==> src/ccc_pkg.sv <==
// ----------------------------------------------------------------------------
// ccc_pkg
// Shared types and constants of the coin and credit controller.
// ----------------------------------------------------------------------------
package ccc_pkg;

  // Seats scanned by the START opcode; only four START bits exist.
  localparam int SEATS      = 4;
  localparam int START_BITS = 4;
  localparam int SCAN_SEATS = (SEATS < START_BITS) ? SEATS : START_BITS;

  localparam logic [7:0]  CREDIT_CEIL = 8'h63;
  localparam logic [15:0] HOLD_LIMIT  = 16'h0360;
  localparam logic [3:0]  GAP_MIN     = 4'd4;
  localparam logic [3:0]  GAP_MAX     = 4'd10;

  // Opcodes
  localparam logic [3:0] OP_TICK    = 4'd0;
  localparam logic [3:0] OP_START   = 4'd1;
  localparam logic [3:0] OP_JOIN    = 4'd2;
  localparam logic [3:0] OP_BUYIN   = 4'd3;
  localparam logic [3:0] OP_CONT    = 4'd4;
  localparam logic [3:0] OP_SEAT    = 4'd5;
  localparam logic [3:0] OP_SET     = 4'd6;
  localparam logic [3:0] OP_REFRESH = 4'd7;
  localparam logic [3:0] OP_FORCE   = 4'd8;

  // Price bit positions in price_by_credit
  localparam logic [1:0] PRICE_JOIN  = 2'd0;
  localparam logic [1:0] PRICE_BUYIN = 2'd1;
  localparam logic [1:0] PRICE_CONT  = 2'd2;

  typedef struct packed {
    logic [7:0] coins_per_credit;
    logic [7:0] credits_per_coin;
    logic [2:0] price_by_credit;
  } cfg_t;

  typedef struct packed {
    logic [1:0][15:0] hold_frames;
    logic [1:0][3:0]  gap_frames;
    logic [7:0]       coin_count;
    logic [7:0]       credit_store;
    logic [15:0]      credit_total;
    logic [15:0]      coin_total;
    logic [15:0]      shown_word;
    logic             redraw_pending;
  } state_t;

  typedef struct packed {
    logic [3:0] opcode;
    logic [1:0] chute_pressed;
    logic [3:0] start_pressed;
    logic [7:0] new_credits;
  } in_word_t;

  typedef struct packed {
    logic        taken;
    logic [2:0]  seat;
    logic [7:0]  credit_count;
    logic [7:0]  part_coins;
    logic        can_afford;
    logic [1:0]  coins_registered;
    logic        display_update;
    logic [15:0] display_word;
    logic [15:0] total_credits;
    logic [15:0] total_coins;
  } out_word_t;

endpackage

==> src/ccc_chan_if.sv <==
// ----------------------------------------------------------------------------
// ccc_chan_if
// Valid/ready channel carrying one word of a given payload type.
// ----------------------------------------------------------------------------
interface ccc_chan_if #(
  parameter type payload_t = logic
) ();
  logic     valid;
  logic     ready;
  payload_t data;

  modport source (output valid, output data, input ready);
  modport sink   (input valid, input data, output ready);
endinterface

==> src/ccc_step.sv <==
// ----------------------------------------------------------------------------
// ccc_step
// Combinational update of the controller state for one input word.
// ----------------------------------------------------------------------------
module ccc_step
  import ccc_pkg::*;
(
  input  cfg_t      cfg,
  input  state_t    state,
  input  in_word_t  word,
  output state_t    state_next,
  output out_word_t result
);

  function automatic state_t accept_coin(state_t s, cfg_t c);
    state_t     r;
    logic [7:0] cc;
    logic [8:0] sum;
    r            = s;
    cc           = s.coin_count + 8'd1;
    r.coin_total = s.coin_total + 16'd1;
    sum          = {1'b0, s.credit_store} + {1'b0, c.credits_per_coin};
    if (c.coins_per_credit > cc) begin
      r.coin_count = cc;
    end else if (sum >= {1'b0, CREDIT_CEIL}) begin
      r.credit_store = CREDIT_CEIL;
      r.coin_count   = '0;
    end else begin
      r.credit_store = sum[7:0];
      r.credit_total = s.credit_total + {8'd0, c.credits_per_coin};
      r.coin_count   = cc - c.coins_per_credit;
    end
    return r;
  endfunction

  function automatic state_t qualify(state_t s, cfg_t c, logic idx, logic down,
                                     output logic hit);
    state_t r;
    r   = s;
    hit = 1'b0;
    if (down) begin
      r.hold_frames[idx] = s.hold_frames[idx] + 16'd1;
    end else if (s.hold_frames[idx] == '0) begin
      if (s.gap_frames[idx] < GAP_MAX) r.gap_frames[idx] = s.gap_frames[idx] + 4'd1;
    end else if (s.gap_frames[idx] < GAP_MIN || s.hold_frames[idx] >= HOLD_LIMIT) begin
      r.hold_frames[idx] = '0;
    end else begin
      r                  = accept_coin(s, c);
      r.gap_frames[idx]  = '0;
      r.hold_frames[idx] = '0;
      hit                = 1'b1;
    end
    return r;
  endfunction

  function automatic state_t take_credit(state_t s, output logic ok);
    state_t r;
    r  = s;
    ok = 1'b0;
    if (s.credit_store != '0) begin
      r.credit_store   = s.credit_store - 8'd1;
      r.redraw_pending = 1'b1;
      ok               = 1'b1;
    end
    return r;
  endfunction

  function automatic state_t take_unit(state_t s, cfg_t c, logic [1:0] pbit,
                                       output logic ok);
    state_t r;
    r  = s;
    ok = 1'b0;
    if (c.price_by_credit[pbit]) begin
      r = take_credit(s, ok);
    end else if (s.coin_count != '0) begin
      r.coin_count     = s.coin_count - 8'd1;
      r.redraw_pending = 1'b1;
      ok               = 1'b1;
    end else if (s.credit_store != '0) begin
      r.credit_store   = s.credit_store - 8'd1;
      r.coin_count     = c.coins_per_credit - 8'd1;
      r.redraw_pending = 1'b1;
      ok               = 1'b1;
    end
    return r;
  endfunction

  state_t      s0;
  state_t      s1;
  logic        hit0;
  logic        hit1;
  logic        taken;
  logic [2:0]  seat;
  logic        upd;
  logic        found;
  logic [15:0] disp;

  always_comb begin
    s0    = state;
    s1    = state;
    hit0  = 1'b0;
    hit1  = 1'b0;
    taken = 1'b0;
    seat  = '0;
    upd   = 1'b0;
    found = 1'b0;
    disp  = {state.coin_count, state.credit_store};
    state_next = state;
    case (word.opcode)
      OP_TICK: begin
        // chute one settles first, chute two sees its result
        s0         = qualify(state, cfg, 1'b0, word.chute_pressed[0], hit0);
        s1         = qualify(s0, cfg, 1'b1, word.chute_pressed[1], hit1);
        state_next = s1;
      end
      OP_START: begin
        if (state.credit_store != '0) begin
          for (int n = 0; n < SCAN_SEATS; n++) begin
            if (!found && word.start_pressed[n]) begin
              found = 1'b1;
              seat  = 3'(n + 1);
            end
          end
          if (found) state_next.credit_store = state.credit_store - 8'd1;
        end
      end
      OP_JOIN:  state_next = take_unit(state, cfg, PRICE_JOIN, taken);
      OP_BUYIN: state_next = take_unit(state, cfg, PRICE_BUYIN, taken);
      OP_CONT:  state_next = take_unit(state, cfg, PRICE_CONT, taken);
      OP_SEAT:  state_next = take_credit(state, taken);
      OP_SET:   state_next.credit_store = word.new_credits;
      OP_REFRESH: begin
        if (state.redraw_pending || state.shown_word != disp) begin
          state_next.redraw_pending = 1'b0;
          state_next.shown_word     = disp;
          upd                       = 1'b1;
        end
      end
      OP_FORCE: state_next.redraw_pending = 1'b1;
      default: ;
    endcase
  end

  always_comb begin
    result.taken            = taken;
    result.seat             = seat;
    result.credit_count     = state_next.credit_store;
    result.part_coins       = state_next.coin_count;
    result.can_afford       = (state_next.coin_count != '0) ||
                              (state_next.credit_store != '0);
    result.coins_registered = {1'b0, hit0} + {1'b0, hit1};
    result.display_update   = upd;
    result.display_word     = {state_next.coin_count, state_next.credit_store};
    result.total_credits    = state_next.credit_total;
    result.total_coins      = state_next.coin_total;
  end

endmodule

==> src/coin_credit_controller.sv <==
// ----------------------------------------------------------------------------
// coin_credit_controller
// Arcade coin chute qualification and credit bookkeeping.
// ----------------------------------------------------------------------------
// Usage:
//   in_word  : one command word per handshake (opcode, chute and START bits,
//              credit load value). Every word yields exactly one result word.
//   out_word : result word with take status, started seat, credit and coin
//              counts, display word and bookkeeping totals.
//   APB port : coins_per_credit at 0x0, credits_per_coin at 0x4,
//              price_by_credit at 0x8. A zero ratio is stored as one.
//              Write only while no word is in flight.
// Flow: an accepted word is registered, evaluated, and its result registered
//   for out_word. Throughput is one word per cycle unless out_word stalls; the
//   whole state update is one logic pass between input and result registers.
// Reset: counters, totals and chute timers clear, a redraw is pending, ratios
//   reset to one coin for one credit with coin pricing everywhere.
// Stall: while out_word is held off, the result register keeps its word and
//   one more word waits in the input register; then in_word drops ready.
// ----------------------------------------------------------------------------
module coin_credit_controller
  import ccc_pkg::*;
(
  input  logic        clk,
  input  logic        rst,
  ccc_chan_if.sink    in_word,
  ccc_chan_if.source  out_word,
  input  logic        psel,
  input  logic        penable,
  input  logic        pwrite,
  input  logic [3:0]  paddr,
  input  logic [31:0] pwdata,
  output logic [31:0] prdata,
  output logic        pready
);

  // Register map index (byte address / 4)
  localparam logic [1:0] REG_COINS_PER_CREDIT = 2'd0;
  localparam logic [1:0] REG_CREDITS_PER_COIN = 2'd1;
  localparam logic [1:0] REG_PRICE_BY_CREDIT  = 2'd2;

  cfg_t      cfg;
  state_t    state;
  state_t    state_next;
  logic      s1_valid;
  in_word_t  s1_word;
  logic      r_valid;
  out_word_t r_word;
  out_word_t result;
  logic      advance;
  logic      cfg_wr;

  // ---- configuration port ----
  assign pready = 1'b1;
  assign cfg_wr = psel && penable && pwrite && pready;

  always_ff @(posedge clk) begin
    if (rst) begin
      cfg.coins_per_credit <= 8'd1;
      cfg.credits_per_coin <= 8'd1;
      cfg.price_by_credit  <= '0;
    end else if (cfg_wr) begin
      case (paddr[3:2])
        REG_COINS_PER_CREDIT:
          cfg.coins_per_credit <= (pwdata[7:0] == '0) ? 8'd1 : pwdata[7:0];
        REG_CREDITS_PER_COIN:
          cfg.credits_per_coin <= (pwdata[7:0] == '0) ? 8'd1 : pwdata[7:0];
        REG_PRICE_BY_CREDIT:
          cfg.price_by_credit  <= pwdata[2:0];
        default: ;
      endcase
    end
  end

  always_comb begin
    case (paddr[3:2])
      REG_COINS_PER_CREDIT: prdata = {24'd0, cfg.coins_per_credit};
      REG_CREDITS_PER_COIN: prdata = {24'd0, cfg.credits_per_coin};
      REG_PRICE_BY_CREDIT:  prdata = {29'd0, cfg.price_by_credit};
      default:              prdata = '0;
    endcase
  end

  // ---- pipeline control ----
  // Move the held word into the result register whenever that register is
  // empty or being drained this cycle; take a new word whenever the input
  // register is empty or empties in the same cycle.
  assign advance       = s1_valid && (!r_valid || out_word.ready);
  assign in_word.ready = !s1_valid || advance;
  assign out_word.valid = r_valid;
  assign out_word.data  = r_word;

  always_ff @(posedge clk) begin
    if (rst) begin
      s1_valid <= 1'b0;
      r_valid  <= 1'b0;
    end else begin
      if (in_word.valid && in_word.ready) begin
        s1_valid <= 1'b1;
      end else if (advance) begin
        s1_valid <= 1'b0;
      end
      if (advance) begin
        r_valid <= 1'b1;
      end else if (out_word.ready) begin
        r_valid <= 1'b0;
      end
    end
  end

  // Payload registers: hold until the next load.
  always_ff @(posedge clk) begin
    if (in_word.valid && in_word.ready) begin
      s1_word <= in_word.data;
    end
    if (advance) begin
      r_word <= result;
    end
  end

  // ---- controller state ----
  // Commit the state only when the word actually advances, so a stalled
  // word is never applied twice.
  always_ff @(posedge clk) begin
    if (rst) begin
      state.hold_frames    <= '0;
      state.gap_frames     <= '0;
      state.coin_count     <= '0;
      state.credit_store   <= '0;
      state.credit_total   <= '0;
      state.coin_total     <= '0;
      state.shown_word     <= '0;
      state.redraw_pending <= 1'b1;
    end else if (advance) begin
      state <= state_next;
    end
  end

  ccc_step u_step (
    .cfg        (cfg),
    .state      (state),
    .word       (s1_word),
    .state_next (state_next),
    .result     (result)
  );

endmodule

==> src/flat_wrapper.sv <==
// flat-port wrapper written by rule: the top's interface ports become plain ports
module coin_credit_controller_flat import ccc_pkg::*;
  (clk, rst, psel, penable, pwrite, paddr, pwdata, prdata, pready, in_word_valid, in_word_data, in_word_ready, out_word_valid, out_word_data, out_word_ready);
  ccc_chan_if #(.payload_t(in_word_t)) in_word_i ();
  ccc_chan_if #(.payload_t(out_word_t)) out_word_i ();
  input  logic clk;
  input  logic rst;
  input  logic psel;
  input  logic penable;
  input  logic pwrite;
  input  logic [3:0] paddr;
  input  logic [31:0] pwdata;
  output logic [31:0] prdata;
  output logic pready;
  input wire logic [$bits(in_word_i.valid)-1:0] in_word_valid;
  input wire logic [$bits(in_word_i.data)-1:0] in_word_data;
  output wire logic [$bits(in_word_i.ready)-1:0] in_word_ready;
  output wire logic [$bits(out_word_i.valid)-1:0] out_word_valid;
  output wire logic [$bits(out_word_i.data)-1:0] out_word_data;
  input wire logic [$bits(out_word_i.ready)-1:0] out_word_ready;
  assign in_word_i.valid = in_word_valid;
  assign in_word_i.data = in_word_data;
  assign in_word_ready = in_word_i.ready;
  assign out_word_valid = out_word_i.valid;
  assign out_word_data = out_word_i.data;
  assign out_word_i.ready = out_word_ready;
  coin_credit_controller u_core (.clk(clk), .rst(rst), .in_word(in_word_i), .out_word(out_word_i), .psel(psel), .penable(penable), .pwrite(pwrite), .paddr(paddr), .pwdata(pwdata), .prdata(prdata), .pready(pready));
endmodule
==> config.mk <==
export PLATFORM = sky130hd
export DESIGN_NAME = coin_credit_controller_flat
export DESIGN_NICKNAME = d
export VERILOG_FILES = /design/src/ccc_pkg.sv /design/src/ccc_chan_if.sv /design/src/ccc_step.sv /design/src/coin_credit_controller.sv /design/src/flat_wrapper.sv
export SDC_FILE = /design/constraint.sdc
export NUM_CORES = 1
export LEC_CHECK = 0
export BUFFER_PORTS_ARGS = -buffer_cell sky130_fd_sc_hd__buf_4
export CAP_MARGIN = 20
export CORE_UTILIZATION = 35
export DETAILED_ROUTE_END_ITERATION = 6
export GPL_TIMING_DRIVEN = 0
export RECOVER_POWER = 100
export REMOVE_ABC_BUFFERS = 1
export SYNTH_ARGS = -nofsm -noshare
export SYNTH_HDL_FRONTEND = slang
export SYNTH_SLANG_ARGS = --single-unit
export TNS_END_PERCENT = 50
==> constraint.sdc <==
create_clock -name clk -period 10 [get_ports clk]
set_input_delay 1 -clock clk [delete_from_list [all_inputs] [get_ports clk]]
set_output_delay 1 -clock clk [all_outputs]
set_load 0.1 [all_outputs]
---- Word-level counts from Yosys, hierarchy flattened ----
Index checks and enable logic that the tools add are counted.
storage, ports and cells
  bits in registers ....................... 216
  output and inout bits ................... 107
  logic and storage cells ................. 204
operators by class
  bitwise operators ....................... 5
  equal/unequal tests ..................... 12
  mux-type cells .......................... 90
  add/subtract/negate cells ............... 18
  reduce and logical (&&, ||, !) cells .... 39
  order comparisons ....................... 10
operators by type and width
  kind                   count
  $mux 16                18
  $mux 73                3
  $pmux 48 s4            1
  $mux 69                2
  $mux 89                1
  $mux 36                2
  $mux 65                1
  $add 16x1->16 const B  4
  $mux 32                2
  $mux 8                 8
  $pmux 8 s7             1
  $mux 24                2
  $mux 1                 36
  $add 16x8->16          2
  $ge 16x10->1 const B   2
  $logic_not 16->1       2
  $pmux 16 s2            1
  $reduce_bool 8->1      4
  $pmux 8 s3             1
  $sub 8x1->8 const B    3
  $mux 20                1
  $add 8x8->9            2
  $ge 9x7->1 const B     2
  $mux 17                1
  32 further kinds       72

---- Logic depth before layout (Yosys ltp) ----
Gate-level depths: netlist (run 1).
  depth in word-level cells ............... 23
  depth in mapped cells ................... 31
  depth with buffers taken out ............ 29

---- By module ----
From an unflattened synthesis (run 1), not the netlist that was laid out.
unflattened totals
  cell total of the unflattened synthesis .. 1900
  area total of the unflattened synthesis .. 15688.8 um^2
modules (own cells, without submodules)
  module                  seq. area each (um^2)  area each (um^2)  times used  cells each
  coin_credit_controller  5225.0                 7882.6            1           704
  ccc_step                0.0                    7806.2            1           1196

---- Least setup slack after synthesis (run 1) ----
Ideal clock, no wire load.
  path type ............................... register to register
  start ................................... reg u_core.state[57] (netlist name)
  end ..................................... reg u_core.r_word, in the netlist u_core.out_word.data[51], data pin
  cell stages (with the launch flop) ...... 31
  setup time .............................. 0.271 ns
  path buffers ............................ 3
  period minus slack after synthesis ...... 7.017 ns
  data arrival time ....................... 6.746 ns
  path slack .............................. 2.983 ns
  cells stage by stage .................... dfxtp_1 -> clkbuf_1 -> clkinv_1 -> ha_1 -> inv_1 -> fa_1 -> nor2b_1 -> o211ai_1 -> a31o_2 -> clkbuf_1 -> nor2_2 -> nand3_2 -> clkbuf_1 -> o21ai_0 -> ha_1 -> inv_1 -> or3_1 -> o22a_1 -> nor3_1 -> xor2_1 -> ha_1 -> or3_1 -> a21oi_1 -> a21oi_1 -> o211ai_1 -> nor4b_1 -> a211oi_1 -> and4b_1 -> or4b_1 -> nor3_1 -> nand4_1
RTL lines
  element               line                           text
  end signal, assigned  coin_credit_controller.sv:117  r_word <= result;
  end, declared         coin_credit_controller.sv:48   out_word_t r_word;

==> results.toml, run 1 <==
[critical_path]
r2r_slack_ns = 0.39
crit_type = "reg -> reg"
crit_fanout = 17
rr_worst_depth = 25
crit_top_cell = "ha_1"
start_kind = "flip-flop"
r2r-end = "u_core.out_word.data[51]$_DFFE_PP_"
crit_slowest_cell = "dfxtp_1"
worst_ep_arrival_time_ns = 9.78
critPathMaxStageDelay_ns = 0.71
r2r-start = "u_core.state[57]$_SDFFE_PP0P_"
cp-end-kind = "flip-flop"
crit_required_ns = 10.17

[power]
seq_power_share_pct = 42.7
switching_share_pct = 36.3
p_clk_share_pct = 33.9
vdd_drop_max_mv = 0.0936
p_int_w = 0.00134
leakage_nw = 5.68
power.density_nw_per_um2 = 133
comb_power_share_pct = 23.4
netSwitchingPower_w = 0.000765

[sta]
fmax_mhz = 104
worst_pin_slew_ns = 3.81
fin_crit_sh_pct = 96.1
slew_violations = 198
finalSetupViolations = 0
finClkSkew_ns = 0.0163
rsz0062_at_grt = "no"
final.min_clock_period_ns = 9.61
hold_slack_ns = 0.498
slew_headroom_pct = -155
finalWorstSetupSlack_ns = 0.391
hold_viol_final = 0
fin_setup_tns_ns = 0

[place]
place.gp.congestion = 0.947
place_ws_ns = 0.392
io_buffers = 116
place_hpwl_mm = 31.7

[cells_and_area]
layout-drive-gt1-share_pct = 7.18
multi_input_area_um2 = 8960
most-common-layout-cells = "nor2_1, nand2_1, a21oi_1"
finalNetCount = 1914
area_delta_synth_final_pct = 8.80
num_antenna_cells = 0
nFillCells = 4238
final_common_cell = "nor2_1"
register_area_um2 = 4740

[global_route]
grt_antenna_before_repair = 0
grt_pass1_vias = 12253
grt_pass1_wl_mm = 67.0
grt_max_degree = 91
grt_usage_pct = 20.2
grt_overflow_total = 0

[synthesis]
async_flop_share_pct = 0
synth_ff_type = "dfxtp_1"
syn_inst = 1747
synth_compound_area_share_pct = 19.7
synthAdderAreaFrac_pct = 6.41
synth_mux_area_share_pct = 4.45
synth_seq_cells = 200
synth_cell_types = 108
syn_area_um2 = 14600
synth-xor-area-share_pct = 7.40
synth-edff-count = 74
synth_top_family_by_area = "simple AND/OR/NAND/NOR gates"
synth-simple-area-share_pct = 23.1
seq_area_frac_synth_pct = 32.6
syn_avg_cell_area_um2 = 8.33
yosys_warnings = 0

[route]
drt_wl_total_mm = 43.2
num_vias = 13228
wl_met3_mm = 2.95
wl_met2_mm = 19.5
drt_iter0_markers = 1102
ant_nets = 0
drc_errors = 0
firstDrtPassIters = 6
drt-wirelength-per-cell_um = 18.6
top_layer_used = "met4"
wl_met1_mm = 20.0
vias_per_cell = 5.68

[flow_run]
cap_violations = 3

[clocking]
cts_htree_levels = 4
root_buffer = "clkbuf_16"
cts_tree = "done"
insertion_delay_ns = 0.45
clk_pin_slew_ns = 0.08
cts_hold_buf = 0
clockBufferDepth = 2
cts_num_sinks = 200
cts_buffers = 17

[hold_path]
hold_path.class = "reg -> reg"
hold_path_end = "u_core.state[90]$_SDFFE_PP0P_"
min_path_cells = 2
hp-start = "u_core.state[90]$_SDFFE_PP0P_"

[floorplanning]
start_util_pct = 35.6
pin_count = 168
die_w_um = 206
core_um2 = 40900
num_rows = 74
dieArea_um2 = 42400
fp.dieH_um = 206

[status]
failed_checks = "capacitance limit, slew limit"
status = "complete, but fails checks"
-- worst max-delay path by stage --
stage,to,start,cells after the start,slack [ns]
finish,u_core.out_word.data[51]$_DFFE_PP_,u_core.state[57]$_SDFFE_PP0P_,25,0.39
global route,u_core.out_word.data[51]$_DFFE_PP_,u_core.state[57]$_SDFFE_PP0P_,26,0.02
CTS,u_core.out_word.data[51]$_DFFE_PP_,u_core.state[57]$_SDFFE_PP0P_,26,0.32
detailed placement,u_core.out_word.data[51]$_DFFE_PP_,u_core.state[57]$_SDFFE_PP0P_,26,0.39
global placement,u_core.state[46]$_SDFFE_PP0P_,u_core.state[57]$_SDFFE_PP0P_,26,0.16
floorplan,u_core.state[46]$_SDFFE_PP0P_,u_core.state[57]$_SDFFE_PP0P_,28,2.86
-- metal layers --
layer,GRT usage (%),vias up
met3,3.36,48
met5,0,-
li1,-,6387
met2,32.4,470
met1,27.9,6323
met4,5.83,0
-- flip-flops by register name, summed over array words and instances, names as in the netlist --
name                   cells
u_core.cfg                19
u_core.out_word.data      56
u_core.out_word.valid      1
u_core.s1_valid            1
u_core.s1_word            18
u_core.state             105
-- layout make-up --
type	count	area share, %
Multi-Input combinational cell	1379	56.6
Sequential cell	200	30.0
Tap cell	532	4.20
Timing Repair Buffer	125	4.10
Clock buffer	17	2.69
Inverter	60	1.43
Clock inverter	15	1.01
-- per-stage QoR --
step	area [um2]	instances	util, %	total power, W
detailed placement	15700	2296	38.3	0.00142
finish	15800	2328	38.7	0.00211
CTS	16200	2328	39.7	0.00213
floorplan	14000	1639	-	0.00128
global route	15800	2328	38.7	0.00219
global placement	15500	2287	37.8	0.00141
-- cells in the mapped netlist (all sizes together) (7+ instances only) --
master / count / area, um2
nor4: 29 / 236
mux2: 12 / 143
o21ai: 80 / 400
a22oi: 7 / 57.6
xor2: 69 / 604
clkbuf: 66 / 248
buf: 65 / 438
xnor2: 54 / 473
a21oi: 130 / 651
or4: 17 / 131
or3: 17 / 106
or2: 13 / 81.3
ha: 64 / 801
nand2: 166 / 628
a31oi: 20 / 125
a41oi: 8 / 70.1
nand3: 48 / 245
inv: 58 / 218
dfxtp: 126 / 2520
mux2i: 50 / 504
o21a: 14 / 105
a211oi: 18 / 153
nor3b: 13 / 97.6
nor3: 65 / 347
nor2b: 17 / 106
o21bai: 8 / 60.1
nand4: 25 / 156
o211ai: 19 / 143
o31ai: 13 / 103
nor2: 201 / 762
edfxtp: 74 / 2220
o22ai: 9 / 56.3
a21o: 14 / 105
and3: 12 / 75.1
nand2b: 15 / 93.8
-- power by group through the flow --
stage / Combinational, W / Clock, W / Sequential (W)
CTS: 0.000503 / 0.000732 / 0.000899
detailed placement: 0.000501 / 0 / 0.000918
finish: 0.000493 / 0.000715 / 0.000901
global placement: 0.000492 / 0 / 0.000918
floorplan: 0.000256 / 0 / 0.00102
global route: 0.000524 / 0.000762 / 0.000905
-- critical path: cells and delay by family, from the launching register on --
kind	cells	cell delay (ns)
adders and majority gates	4	1.57
and+or+nand+nor	9	3.19
buffers and inverters	3	0.60
DFF	1	0.71
AOI/OAI and AO/OA	9	3.23
-- timing repair --
action / 4_1_cts / 5_1_grt
setup buffers: 0 / 0
endpoints found under the setup margin: 0 / 5
endpoints found under the hold margin: 0 / 0
resized for setup: 0 / 1
-- logic make-up after synthesis --
family                     after synthesis
muxes                                   62
adders and majority gates               71
DFF                                    200
buffers and inverters                  191
AOI/OAI and AO/OA                      426
and+or+nand+nor                        672
other                                    2
xor gates and xnor gates               123
Note: power is estimated with default switching activity, not from simulation.
==> inputs of run 2 (changes only) <==
CTS_CLUSTER_SIZE = 28   (was not set)
SYNTH_HIERARCHICAL = 1   (was not set)
==> results.toml, run 2 <==
[sta]
slew_headroom_pct = -116
fin_setup_tns_ns = 0
worst_pin_slew_ns = 3.24
final.min_clock_period_ns = 9.33
hold_slack_ns = 0.498
rsz0062_at_grt = "no"
finalSetupViolations = 0
finClkSkew_ns = 0.0132
fin_crit_sh_pct = 93.3
finalWorstSetupSlack_ns = 0.674
slew_violations = 261
hold_viol_final = 0
fmax_mhz = 107

[floorplanning]
start_util_pct = 35.5
fp.dieH_um = 214
die_w_um = 214
num_rows = 77
core_um2 = 44200
dieArea_um2 = 45700
pin_count = 168

[global_route]
grt_usage_pct = 19.6
grt_overflow_total = 0
grt_max_degree = 86
grt_pass1_vias = 13053
grt_antenna_before_repair = 0
grt_pass1_wl_mm = 71.5

[route]
firstDrtPassIters = 6
drt_iter0_markers = 1133
ant_nets = 0
drt_wl_total_mm = 45.8
num_vias = 14101
drt-wirelength-per-cell_um = 18.4
drc_errors = 0
vias_per_cell = 5.67

[clocking]
cts_resized = 0
insertion_delay_ns = 0.57
cts_num_sinks = 216
cts_htree_levels = 1
cts_buffers = 26
clk_pin_slew_ns = 0.06
cts_tree = "done"
cts_setup_buffers = 0
cts_hold_buf = 0
clockBufferDepth = 3
root_buffer = "clkbuf_16"

[synthesis]
syn_inst = 1900
synth-edff-count = 90
synth_seq_cells = 216
synth_top_cell_by_area = "edfxtp_1"
synthTopCellsByArea = "edfxtp_1, dfxtp_1, o21ai_0"
async_flop_share_pct = 0
seq_area_frac_synth_pct = 33.3
synth_cell_types = 104
yosys_warnings = 6
syn_avg_cell_area_um2 = 8.26
syn_area_um2 = 15700
synth.most_common_cell = "o21ai_0"
synth_ff_type = "dfxtp_1"
synth_top_cell_area_share_pct = 17.2
ys_top_cells_by_count = "o21ai_0, a21oi_1, nand3_1"

[place]
place_hpwl_mm = 31.4
place.gp.congestion = 0.925
io_buffers = 116
place_ws_ns = 1.06

[flow_run]
cap_violations = 6

[critical_path]
worst_ep_arrival_time_ns = 9.62
crit_required_ns = 10.30
crit_fanout = 26
cp-end-kind = "flip-flop"
start_kind = "flip-flop"
crit_type = "reg -> reg"

[cells_and_area]
top_register = "u_core/state"
most-common-layout-cells = "o21ai_0, a21oi_1, nand3_1"
area_delta_synth_final_pct = 8.25
largest_reg_flops = 105
multi_input_area_um2 = 9150
register_area_um2 = 5230
layout-drive-gt1-share_pct = 8.07
final_common_cell = "o21ai_0"
nFillCells = 4496
finalNetCount = 2008
num_antenna_cells = 0

[power]
vdd_drop_max_mv = 0.108
power.density_nw_per_um2 = 135
leakage_nw = 6.05
p_total_w = 0.00229

[hold_path]
hold_path.class = "reg -> reg"

[status]
failed_checks = "capacitance limit, slew limit"
status = "complete, but fails checks"
-- run 2: cells by family after synthesis --
kind of cell	after synthesis	share of synthesized area, %
AND/OR/NAND/NOR	641	20.9
AO/OA/AOI/OAI	555	21.4
buffers and inverters	259	8.96
flip-flops	216	33.3
XOR/XNOR	96	5.41
adder cells (fa/ha/maj)	71	5.93
multiplexers	60	3.98
other	2	0.0479
-- run 2: through the flow --
| stage | utilization (%) | cells | area, um2 |
|---|---|---|---|
| finish | 38.4 | 2489 | 17000 |
| global route | 38.4 | 2489 | 17000 |
| CTS | 39.3 | 2489 | 17400 |
| detailed placement | 37.3 | 2441 | 16500 |
| global placement | 36.6 | 2421 | 16200 |
| floorplan | - | 1713 | 14600 |
-- run 2: final timing paths --
| path | start | end | slack, ns | depth (start not counted) |
|---|---|---|---|---|
| setup / recovery | u_core/state[57]$_SDFFE_PP0P_ | u_core/out_word.data[51]$_DFFE_PP_ | 0.67 | 26 |
| hold / removal | u_core/state[1]$_SDFFE_PP0P_ | u_core/state[1]$_SDFFE_PP0P_ | 0.50 | 2 |
| setup reg to reg | u_core/state[57]$_SDFFE_PP0P_ | u_core/out_word.data[51]$_DFFE_PP_ | 0.67 | 26 |
| hold reg to reg | u_core/state[1]$_SDFFE_PP0P_ | u_core/state[1]$_SDFFE_PP0P_ | 0.50 | 2 |
-- run 2: metal layers --
layer	up-vias	track usage [%]	wire length, um
met1	6788	27.0	21300
met5	-	0	0
met2	449	31.4	20500
met4	0	5.99	1040
met3	75	3.12	2870
li1	6789	-	-
-- run 2: power breakdown --
part	total [W]	switching (W)	leakage [nW]	internal (W)
Sequential	0.000963	0.0000238	1.91	0.000940
Combinational	0.000342	0.000271	3.71	0.0000703
Clock	0.000990	0.000402	0.437	0.000587
Total	0.00229	0.000698	6.05	0.00160
-- run 2: layout make-up --
| type | count | area share (%) |
|---|---|---|
| flip-flops and latches | 216 | 30.8 |
| well taps | 592 | 4.36 |
| repair buffers | 136 | 4.71 |
| clock buffers | 28 | 3.93 |
| inverters | 49 | 1.09 |
| multi-input cells | 1448 | 53.9 |
| clock inverters | 20 | 1.28 |
-- run 2: critical path, stage by stage, from the launching register on --
cell and delay, ns:
dfxtp_1 0.64, inv_1 0.09, ha_1 0.40, inv_1 0.08
fa_1 0.44, nor2b_1 0.17, o31a_2 0.18, o21a_1 0.39
o211ai_1 0.22, or4_1 1.00, o21ai_4 0.41, nand2_1 0.15
nor4_1 0.34, xor2_1 0.21, inv_1 0.06, ha_1 0.34
o211a_1 0.16, a211oi_1 0.04, a21oi_1 0.49, nand2_1 0.54
o31ai_1 0.43, o32ai_1 0.27, a2111oi_0 0.54, o211ai_1 0.33
nor4b_1 0.44, o211ai_1 0.19, or4_1 0.44
